`config.mk`:
```
export PLATFORM = sky130hd
export DESIGN_NAME = parent_set_table_top
export DESIGN_NICKNAME = d
export VERILOG_FILES = /design/src/hw/rtl/pst_pkg.sv /design/src/hw/rtl/pst_ram.sv /design/src/hw/rtl/parent_set_table_top.sv
export SDC_FILE = /design/constraint.sdc
export NUM_CORES = 1
export LEC_CHECK = 0
export ABC_AREA = 0
export ABC_CLOCK_PERIOD_IN_PS = 14700
export BUFFER_PORTS_ARGS = -buffer_cell sky130_fd_sc_hd__buf_2
export CAP_MARGIN = 20
export CORE_MARGIN = 2
export CORE_UTILIZATION = 40
export DETAILED_ROUTE_END_ITERATION = 6
export PLACE_DENSITY = 0.63
export SYNTH_ARGS = -nofsm -noshare
export SYNTH_HDL_FRONTEND = slang
export SYNTH_SLANG_ARGS = --single-unit
```
`constraint.sdc`:
```
create_clock -name clk -period 14.7 [get_ports clk]
set_clock_uncertainty 0.15 [all_clocks]
set_input_delay 2.94 -clock clk [delete_from_list [all_inputs] [get_ports clk]]
set_output_delay 2.94 -clock clk [all_outputs]
set_load 0.05 [all_outputs]
```
`src/hw/rtl/pst_pkg.sv`:
```
`default_nettype none
package pst_pkg;
    localparam logic [1:0] MODE_UPDATE = 2'd0;
    localparam logic [1:0] MODE_LOOKUP = 2'd1;
    localparam logic [1:0] MODE_CLEAR  = 2'd2;

    localparam logic [2:0] ST_UPDATED   = 3'd0;
    localparam logic [2:0] ST_ADDED     = 3'd1;
    localparam logic [2:0] ST_REJECTED  = 3'd2;
    localparam logic [2:0] ST_FOUND     = 3'd3;
    localparam logic [2:0] ST_NOT_FOUND = 3'd4;
    localparam logic [2:0] ST_CLEARED   = 3'd5;

    localparam int ENTRY_W = 40;

    typedef struct packed {
        logic [15:0] nb;
        logic [15:0] rk;
        logic [7:0]  ds;
    } entry_t;
endpackage
`default_nettype wire

```
`src/hw/rtl/pst_ram.sv`:
```
`default_nettype none
module pst_ram #(
    parameter int WIDTH = 8,
    parameter int DEPTH = 8
) (
    input  wire logic                     clk,
    input  wire logic                     we,
    input  wire logic [$clog2(DEPTH)-1:0] waddr,
    input  wire logic [WIDTH-1:0]         wdata,
    input  wire logic [$clog2(DEPTH)-1:0] raddr,
    output logic      [WIDTH-1:0]         rdata
);
    logic [WIDTH-1:0] mem [DEPTH];

    always_ff @(posedge clk)
    begin
        if (we)
        begin
            mem[waddr] <= wdata;
        end
        rdata <= mem[raddr];
    end
endmodule
`default_nettype wire

```
`src/hw/rtl/parent_set_table_top.sv`:
```
// channel | signals                                    | direction
// in      | in_valid in_stall mode neighbor_id rank dtsn | input beat
// out     | out_valid out_stall status ...             | result beat
// cfg     | cfg_we cfg_data (max_parents)              | write only
// One beat at a time: a scan of the entries through the one RAM read port,
// a decide/write step, an optional close-up pass after an eviction, then a
// scan for the preferred parent and the result state; a clear goes straight
// to the preferred-parent scan with the count cleared.
// Reset empties the table at once by clearing the count; RAM needs no pass.
// in_stall is high from acceptance until the result beat is taken.
`default_nettype none
module parent_set_table_top
    import pst_pkg::*;
#(
    parameter int MAX_ENTRIES = 8
) (
    input  wire logic        clk,
    input  wire logic        rst_n,
    input  wire logic        cfg_we,
    input  wire logic [3:0]  cfg_data,
    input  wire logic        in_valid,
    output logic             in_stall,
    input  wire logic [1:0]  mode,
    input  wire logic [15:0] neighbor_id,
    input  wire logic [15:0] rank,
    input  wire logic [7:0]  dtsn,
    output logic             out_valid,
    input  wire logic        out_stall,
    output logic [2:0]       status,
    output logic [15:0]      found_rank,
    output logic [7:0]       found_dtsn,
    output logic             pref_valid,
    output logic [15:0]      pref_neighbor,
    output logic [7:0]       pref_dtsn,
    output logic [16:0]      dodag_rank,
    output logic [3:0]       parent_count
);
    localparam int AW = (MAX_ENTRIES > 1) ? $clog2(MAX_ENTRIES) : 1;
    localparam int CW = $clog2(MAX_ENTRIES + 1);
    localparam int RD = 1 << AW;
    localparam logic [CW-1:0] MAXC = CW'(MAX_ENTRIES);

    localparam logic [2:0] S_IDLE  = 3'd0;
    localparam logic [2:0] S_SCAN  = 3'd1;
    localparam logic [2:0] S_DEC   = 3'd2;
    localparam logic [2:0] S_SHIFT = 3'd3;
    localparam logic [2:0] S_PREF  = 3'd4;
    localparam logic [2:0] S_OUT   = 3'd5;

    logic [2:0]    state_reg, state_next;
    logic [CW-1:0] count_reg, count_next;
    logic [3:0]    maxp_reg;
    logic [CW-1:0] ptr_reg, ptr_next;
    logic [CW-1:0] wptr_reg, wptr_next;
    logic          rdv_reg, rdv_next;
    logic [1:0]    md_reg, md_next;
    entry_t        cand_reg, cand_next;
    logic          hit_reg, hit_next;
    logic [CW-1:0] hidx_reg, hidx_next;
    entry_t        hent_reg, hent_next;
    logic          worse_reg, worse_next;
    logic [CW-1:0] widx_reg, widx_next;
    logic [15:0]   wrk_reg, wrk_next;
    entry_t        best_reg, best_next;
    logic [2:0]    st_reg, st_next;

    logic          we;
    logic [AW-1:0] waddr, raddr;
    entry_t        wdata, rdata;
    logic [CW-1:0] cap;

    pst_ram #(.WIDTH(ENTRY_W), .DEPTH(RD)) u_ram (
        .clk(clk), .we(we), .waddr(waddr), .wdata(wdata),
        .raddr(raddr), .rdata(rdata)
    );

    always_comb
    begin
        if (maxp_reg == 4'd0)
            cap = CW'(1);
        else if ({{CW{1'b0}}, maxp_reg} > {4'd0, MAXC})
            cap = MAXC;
        else
            cap = CW'(maxp_reg);
    end

    assign raddr = ptr_reg[AW-1:0];

    always_comb
    begin
        state_next = state_reg;
        count_next = count_reg;
        ptr_next   = ptr_reg;
        wptr_next  = wptr_reg;
        rdv_next   = 1'b0;
        md_next    = md_reg;
        cand_next  = cand_reg;
        hit_next   = hit_reg;
        hidx_next  = hidx_reg;
        hent_next  = hent_reg;
        worse_next = worse_reg;
        widx_next  = widx_reg;
        wrk_next   = wrk_reg;
        best_next  = best_reg;
        st_next    = st_reg;
        we         = 1'b0;
        waddr      = wptr_reg[AW-1:0];
        wdata      = cand_reg;
        unique case (state_reg)
            S_IDLE:
            begin
                if (in_valid)
                begin
                    md_next    = mode;
                    cand_next  = '{nb: neighbor_id, rk: rank, ds: dtsn};
                    hit_next   = 1'b0;
                    worse_next = 1'b0;
                    widx_next  = '0;
                    wrk_next   = '0;
                    ptr_next   = '0;
                    if (mode == MODE_CLEAR)
                    begin
                        count_next = '0;
                        st_next    = ST_CLEARED;
                        state_next = S_PREF;
                    end
                    else
                    begin
                        state_next = S_SCAN;
                    end
                end
            end
            S_SCAN:
            begin
                if (rdv_reg)
                begin
                    if (!hit_reg && rdata.nb == cand_reg.nb)
                    begin
                        hit_next  = 1'b1;
                        hidx_next = ptr_reg - CW'(1);
                        hent_next = rdata;
                    end
                    if (rdata.rk > cand_reg.rk)
                        worse_next = 1'b1;
                    if (ptr_reg == CW'(1) || rdata.rk > wrk_reg)
                    begin
                        widx_next = ptr_reg - CW'(1);
                        wrk_next  = rdata.rk;
                    end
                end
                if (ptr_reg < count_reg)
                begin
                    ptr_next = ptr_reg + CW'(1);
                    rdv_next = 1'b1;
                end
                else
                begin
                    state_next = S_DEC;
                end
            end
            S_DEC:
            begin
                ptr_next = '0;
                state_next = S_PREF;
                if (md_reg != MODE_UPDATE)
                begin
                    st_next = hit_reg ? ST_FOUND : ST_NOT_FOUND;
                end
                else if (hit_reg)
                begin
                    we = 1'b1;
                    waddr = hidx_reg[AW-1:0];
                    wdata = '{nb: cand_reg.nb, rk: cand_reg.rk, ds: cand_reg.ds};
                    st_next = ST_UPDATED;
                end
                else if (count_reg >= cap)
                begin
                    if (!worse_reg)
                        st_next = ST_REJECTED;
                    else
                    begin
                        st_next = ST_ADDED;
                        ptr_next = widx_reg + CW'(1);
                        wptr_next = widx_reg;
                        state_next = S_SHIFT;
                    end
                end
                else
                begin
                    st_next = ST_ADDED;
                    if (count_reg < MAXC)
                    begin
                        we = 1'b1;
                        waddr = count_reg[AW-1:0];
                        count_next = count_reg + CW'(1);
                    end
                end
            end
            S_SHIFT:
            begin
                // close up after eviction, then append at the tail
                if (rdv_reg)
                begin
                    we = 1'b1;
                    wdata = rdata;
                    wptr_next = wptr_reg + CW'(1);
                end
                if (ptr_reg < count_reg)
                begin
                    ptr_next = ptr_reg + CW'(1);
                    rdv_next = 1'b1;
                end
                else if (!rdv_reg)
                begin
                    we = 1'b1;
                    wdata = cand_reg;
                    ptr_next = '0;
                    state_next = S_PREF;
                end
            end
            S_PREF:
            begin
                if (rdv_reg)
                begin
                    if (ptr_reg == CW'(1) || rdata.rk < best_reg.rk)
                        best_next = rdata;
                end
                if (ptr_reg < count_reg)
                begin
                    ptr_next = ptr_reg + CW'(1);
                    rdv_next = 1'b1;
                end
                else
                begin
                    state_next = S_OUT;
                end
            end
            S_OUT:
            begin
                if (!out_stall)
                    state_next = S_IDLE;
            end
            default:
            begin
                state_next = S_IDLE;
            end
        endcase
    end

    always_ff @(posedge clk or negedge rst_n)
    begin
        if (!rst_n)
        begin
            state_reg <= S_IDLE;
            count_reg <= '0;
            maxp_reg  <= 4'd8;
            rdv_reg   <= 1'b0;
        end
        else
        begin
            state_reg <= state_next;
            count_reg <= count_next;
            rdv_reg   <= rdv_next;
            if (cfg_we)
                maxp_reg <= cfg_data;
        end
    end

    always_ff @(posedge clk)
    begin
        ptr_reg   <= ptr_next;
        wptr_reg  <= wptr_next;
        md_reg    <= md_next;
        cand_reg  <= cand_next;
        hit_reg   <= hit_next;
        hidx_reg  <= hidx_next;
        hent_reg  <= hent_next;
        worse_reg <= worse_next;
        widx_reg  <= widx_next;
        wrk_reg   <= wrk_next;
        best_reg  <= best_next;
        st_reg    <= st_next;
    end

    logic lk;
    logic pv;
    assign lk = (st_reg == ST_FOUND);
    assign pv = (count_reg != '0);

    assign in_stall      = (state_reg != S_IDLE);
    assign out_valid     = (state_reg == S_OUT);
    assign status        = st_reg;
    assign found_rank    = lk ? hent_reg.rk : 16'd0;
    assign found_dtsn    = lk ? hent_reg.ds : 8'd0;
    assign pref_valid    = pv;
    assign pref_neighbor = pv ? best_reg.nb : 16'd0;
    assign pref_dtsn     = pv ? best_reg.ds : 8'd0;
    assign dodag_rank    = pv ? ({1'b0, best_reg.rk} + 17'd1) : 17'd0;
    assign parent_count  = 4'(count_reg);
endmodule
`default_nettype wire
```
# Word level (Yosys, flattened, before mapping)
# Memory sizes are Yosys's and may differ from the RTL's. A register that Yosys moved wholly into a read port is not among the register bits.
# Cells that the tools add are included.
word_totals:
  wordCells: 174
  mem_bits_rw: 320
  output_inout_bits: 75
  reg_bits: 154
  memories: 1
  input_bits: 51
mem_list:
  columns: ["name", "words", "word_bits", "rd", "rd_clocked_by_memory_dff", "wr", "line", "text"]
  rows:
  - ["u_ram.mem", 8, 40, 1, 1, 1, "pst_ram.sv:13", "logic [WIDTH-1:0] mem [DEPTH];"]
op_classes:
  n_eq_ne: 29
  magnitude_cmp: 7
  muxes: 84
  n_addsub: 6
  n_reduce_logical: 26
op_table:
  columns: ["operator", "count"]
  rows:
  - ["$mux W40", 4]
  - ["$mux W4", 23]
  - ["$mux W16", 5]
  - ["$mux W3", 22]
  - ["$ne A2 B2 Y1 const B", 18]
  - ["$gt A16 B16 Y1", 2]
  - ["$pmux W16 S2", 1]
  - ["$pmux W4 S2", 3]
  - ["$pmux W3 S6", 1]
  - ["$add A16 B1 Y17 const B", 1]
  - ["$mux W17", 1]
  - ["$add A4 B1 Y4 const B", 4]
  - ["$eq A16 B16 Y1", 1]
  - ["$lt A16 B16 Y1", 1]
  - ["$mux W1", 16]
  - ["$mux W8", 2]
  - ["$pmux W4 S4", 1]
  - ["$reduce_and A4 Y1", 4]
  - ["$reduce_and A6 Y1", 2]
  - ["$eq A3 B2 Y1 const B", 3]
  - ["$reduce_and A3 Y1", 3]
  - ["$reduce_bool A2 Y1", 4]
  - ["$reduce_bool A4 Y1", 2]
  - ["$reduce_and A7 Y1", 1]
  - ["23 further kinds", 27]

# Depth between registers and ports, before layout
logic_depth:
  ltp_word: 10
  mapped_depth: 10
  mapped_depth_nobuf: 10

# Cells and area by module
# From an unflattened synthesis, not the netlist that was laid out.
hier_totals:
  hier_cells: 1204
  area_unflattened_um2: 21500.6
modules_own_cells:
  columns: ["module", "seq_area_each_um2", "instances", "cells_each", "area_each_um2"]
  rows:
  - ["pst_ram", 10410.0, 1, 515, 13171.4]
  - ["parent_set_table_top", 4535.6, 1, 689, 8329.2]

# Worst setup path after synthesis
# Ideal clock, no wire load.
synth_timing:
  path_kind: "input to register"
  start: "input port in_valid"
  end: "register count_reg[0] (netlist: parent_count[0])"
  setup_slack_ps: 8243
  setup_ps: 125
  cell_stages: 5
  required_ps: 14425
  n_path_buf: 0
  t_arrival_ps: 6183
  cell_sequence: "mux2i_1 -> nor4_2 -> and2_1 -> o21ai_1 -> mux2_2"
synth_between:
  elab_chain_len: 2
synth_rtl:
  columns: ["item", "line", "text"]
  rows:
  - ["start, declared", "parent_set_table_top.sv:21", "input wire logic in_valid,"]
  - ["$ne A2 B2 Y1 (no source line)", null, null]
  - ["$reduce_and A7 Y1 (no source line)", null, null]
  - ["end signal, assigned", "parent_set_table_top.sv:262", "count_reg <= count_next;"]
  - ["end, declared", "parent_set_table_top.sv:51", "logic [CW-1:0] count_reg, count_next;"]
# Every way passes these cells.
# A chain may end at the register's enable or synchronous reset.

# Worst setup path after layout
layout_timing:
  start: "register count_reg[1] (netlist: parent_count[1])"
  end: "output port pref_dtsn[0]"
layout_between:
  elab_chain_len: 2
layout_rtl:
  columns: ["item", "line", "text"]
  rows:
  - ["$reduce_bool A4 Y1", "parent_set_table_top.sv:288", "assign pv = (count_reg != '0);"]
  - ["$mux W8", "parent_set_table_top.sv:297", "assign pref_dtsn = pv ? best_reg.ds : 8'd0;"]
  - ["end, declared", "parent_set_table_top.sv:34", "output logic [7:0] pref_dtsn,"]
# Every way passes these cells.

==> impl_metrics.sql <==
INSERT INTO impl_metrics (metric_group, metric, value, unit) VALUES
('power_and_ir_drop', 'power', '0.004878', 'W'),
('sta', 'fmax', '0.1788', 'GHz'),
('global_route', 'global_route.overflow_total', '0', ''),
('logic_synthesis', 'yosysWarningCount', '0', ''),
('critical_path', 'path_cells', 'inv_1, ha_1, and3_2, buf_16, nor2b_1, buf_2', ''),
('clocking', 'clock-root-buffer', 'clkbuf_16', ''),
('logic_synthesis', 'synth.cells.most_frequent', '461 x edfxtp_1, 83 x mux2_2, 80 x mux4_2, 62 x ha_1, 60 x inv_1', ''),
('power_and_ir_drop', 'cell_internal_pwr', '0.003261', 'W'),
('outcome', 'run_status', 'complete, no violations', ''),
('sta', 'maxSlewHeadroom', '32.21', '%'),
('logic_synthesis', 'synth.largest_area_cell', 'edfxtp_1', ''),
('sta', 'report.final.setup_viol', '0', ''),
('critical_path', 'path_buf_inv', '3', ''),
('logic_synthesis', 'synth_flop_cell', 'edfxtp_1', ''),
('logic_synthesis', 'most_common_cell_in_the_synthesized_netlist', 'edfxtp_1', ''),
('logic_synthesis', 'synth-simple-area-share', '5.679', '%'),
('floorplanning', 'dieHeight', '233.6', 'um'),
('critical_path', 'reg2reg_slack', '10.92', 'ns'),
('clocking', 'cts.htree.levels', '2', ''),
('logic_synthesis', 'yosysTopAreaCellShare', '65.66', '%'),
('global_route', 'first_global_vias', '11088', ''),
('clocking', 'tritoncts.num_buffers', '54', ''),
('routing', 'drc', '0', ''),
('place', 'replace_congestion', '0.8133', ''),
('critical_path', 'critical_path_required', '11.61', 'ns'),
('logic_synthesis', 'syn-mean-instance-area', '17.70', 'sq um'),
('clocking', 'cts-hold-fix-buffers', '0', ''),
('power_and_ir_drop', 'power_frac_comb', '29.9', '%'),
('place', 'port_buffers', '125', ''),
('floorplanning', 'top_level_ports', '126', ''),
('logic_synthesis', 'syn_inst', '1191', ''),
('cells_and_area', 'filler_cell_count', '4443', ''),
('logic_synthesis', 'ys_types', '69', ''),
('logic_synthesis', 'synth_fa_ha_area_share', '3.679', '%'),
('sta', 'slew_violations', '0', ''),
('floorplanning', 'fp.dieW', '233.6', 'um'),
('critical_path', 'timing_worst_setup_path_type', 'reg2out', ''),
('logic_synthesis', 'mappedNetlistArea', '0.02108', 'sq mm'),
('min_path', 'worstHoldStart', 'u_ram.rdata[5]', ''),
('critical_path', 'worstReg2RegStart', 'state_reg[0]', ''),
('logic_synthesis', 'synth_top_family_by_area', 'multiplexers', ''),
('logic_synthesis', 'synth_edf_count', '461', ''),
('routing', 'drt_pre_antenna_iters', '7', ''),
('cells_and_area', 'registers.top_by_ff_count', 'u_ram.mem', ''),
('routing', 'finalWirelength', '44650', 'um'),
('routing', 'detailedRoute.firstIterationViolations', '821', ''),
('routing', 'average_routed_wire_per_standard_cell', '21.45', 'um'),
('logic_synthesis', 'postSynthRegisterBits', '513', ''),
('routing', 'avgViaCountPerCell', '5.217', ''),
('floorplanning', 'design.die.area', '0.05456', 'sq mm'),
('critical_path', 'worst_r2r_path_depth', '7', ''),
('sta', 'timing_worst_slew_pin_value', '1.017', 'ns'),
('critical_path', 'critPathMaxFanout', '22', ''),
('clocking', 'cts_buffer_depth', '3', ''),
('floorplanning', 'initial_core_util', '40.28', '%'),
('power_and_ir_drop', 'p_leak', '8.605', 'nW'),
('job', 'timing.max_cap.violations', '0', ''),
('cells_and_area', 'design.final.nets', '1462', ''),
('sta', 'setup_total_negative_slack', '0', 'ns'),
('global_route', 'groute.usage.overall', '16.59', '%'),
('global_route', 'grt_max_degree', '66', ''),
('clocking', 'clk_sink_count', '513', ''),
('min_path', 'worstHoldEndpoint', 'best_reg[5]', ''),
('global_route', 'global_route_wire_length_before_repair', '67400', 'um'),
('cells_and_area', 'syn_to_final_growth', '16.01', '%'),
('critical_path', 'timing.critical_path.slowest_cell_delay', '0.48', 'ns'),
('cells_and_area', 'antenna_cells_inserted', '0', ''),
('floorplanning', 'placementRows', '84', ''),
('critical_path', 'setup.worst_path.end_class', 'output port', ''),
('critical_path', 'startpoint_type', 'flip-flop', ''),
('floorplanning', 'core_area', '0.05234', 'sq mm');
[layer usage]
metal / wire (um) / vias up / part of all wire [%] / track usage [%]
met5: 0 / - / 0 / 0
met4: 756 / 0 / 1.7 / 3.877
met3: 2029 / 56 / 4.5 / 2.930
met2: 21450 / 235 / 48 / 27.13
met1: 20420 / 5616 / 46 / 23.15
li1: - / 4955 / - / -
[power groups by stage]
stage | combinational [W] | sequential [W] | clock [W]
final | 0.00146 | 0.00204 | 0.00138
after global routing | 0.00160 | 0.00207 | 0.00147
after CTS | 0.00146 | 0.00205 | 0.00141
after detailed placement | 0.00146 | 0.00208 | 0
after global placement | 0.00143 | 0.00207 | 0
after floorplan | 0.00112 | 0.00200 | 0
[through the flow]
step	util, %	cell area [sq um]	hold WS, ns	std cells	setup WS [ns]
floorplan	-	21080	0.2717	1191	8.243
global placement	43.16	22590	0.3043	1979	9.548
detailed placement	43.16	22590	0.3103	1979	9.494
CTS	46.65	24420	0.3252	2080	8.848
global route	46.73	24460	0.3494	2082	8.928
finish	46.73	24460	0.3200	2082	9.108
[cell type report]
type / instances / area [sq um] / area share, %
multi-input cells: 572 / 5784 / 23.65
flip-flops and latches: 513 / 14950 / 61.11
inverters: 63 / 236.5 / 0.9668
clock buffers: 77 / 1559 / 6.374
repair buffers: 145 / 803.3 / 3.284
clock inverters: 24 / 269.0 / 1.100
well taps: 688 / 860.8 / 3.520
[cell families after synthesis]
logic type               Yosys count
AO/OA/AOI/OAI                     88
XOR/XNOR                          37
adder cells (fa/ha/maj)           62
flip-flops                       513
multiplexers                     164
AND/OR/NAND/NOR                  221
buffers and inverters            106
[worst register-to-register path: cells and delay by family, from the launching register on]
kind          cells  cell delay, ns
simple gates      4            1.65
buf+inv           3            0.94
flops             1            0.66
[how the worst max path moves through the flow]
stage                               start               to  slack, ns  cells past startpoint
final                     parent_count[1]     pref_dtsn[0]       9.11                      6
after global routing      parent_count[1]     pref_dtsn[4]       8.93                      6
after CTS                 parent_count[1]   dodag_rank[16]       8.85                      5
after detailed placement  parent_count[1]   dodag_rank[16]       9.49                      5
after global placement    parent_count[1]   dodag_rank[16]       9.55                      5
after floorplan                  in_valid  parent_count[0]       8.24                      5
[cells in the final DEF, fill, tap and decap left out, types with 40 or more instances in the layout]
master	netlist	final
edfxtp_1	461	461
buf_2	15	125
mux2_2	83	83
mux4_2	80	80
ha_1	62	62
inv_1	60	60
clkbuf_16	0	55
nor2_1	43	42
and2_1	42	42
dfxtp_1	40	40
No activity file was read; power rests on OpenSTA's default activity.
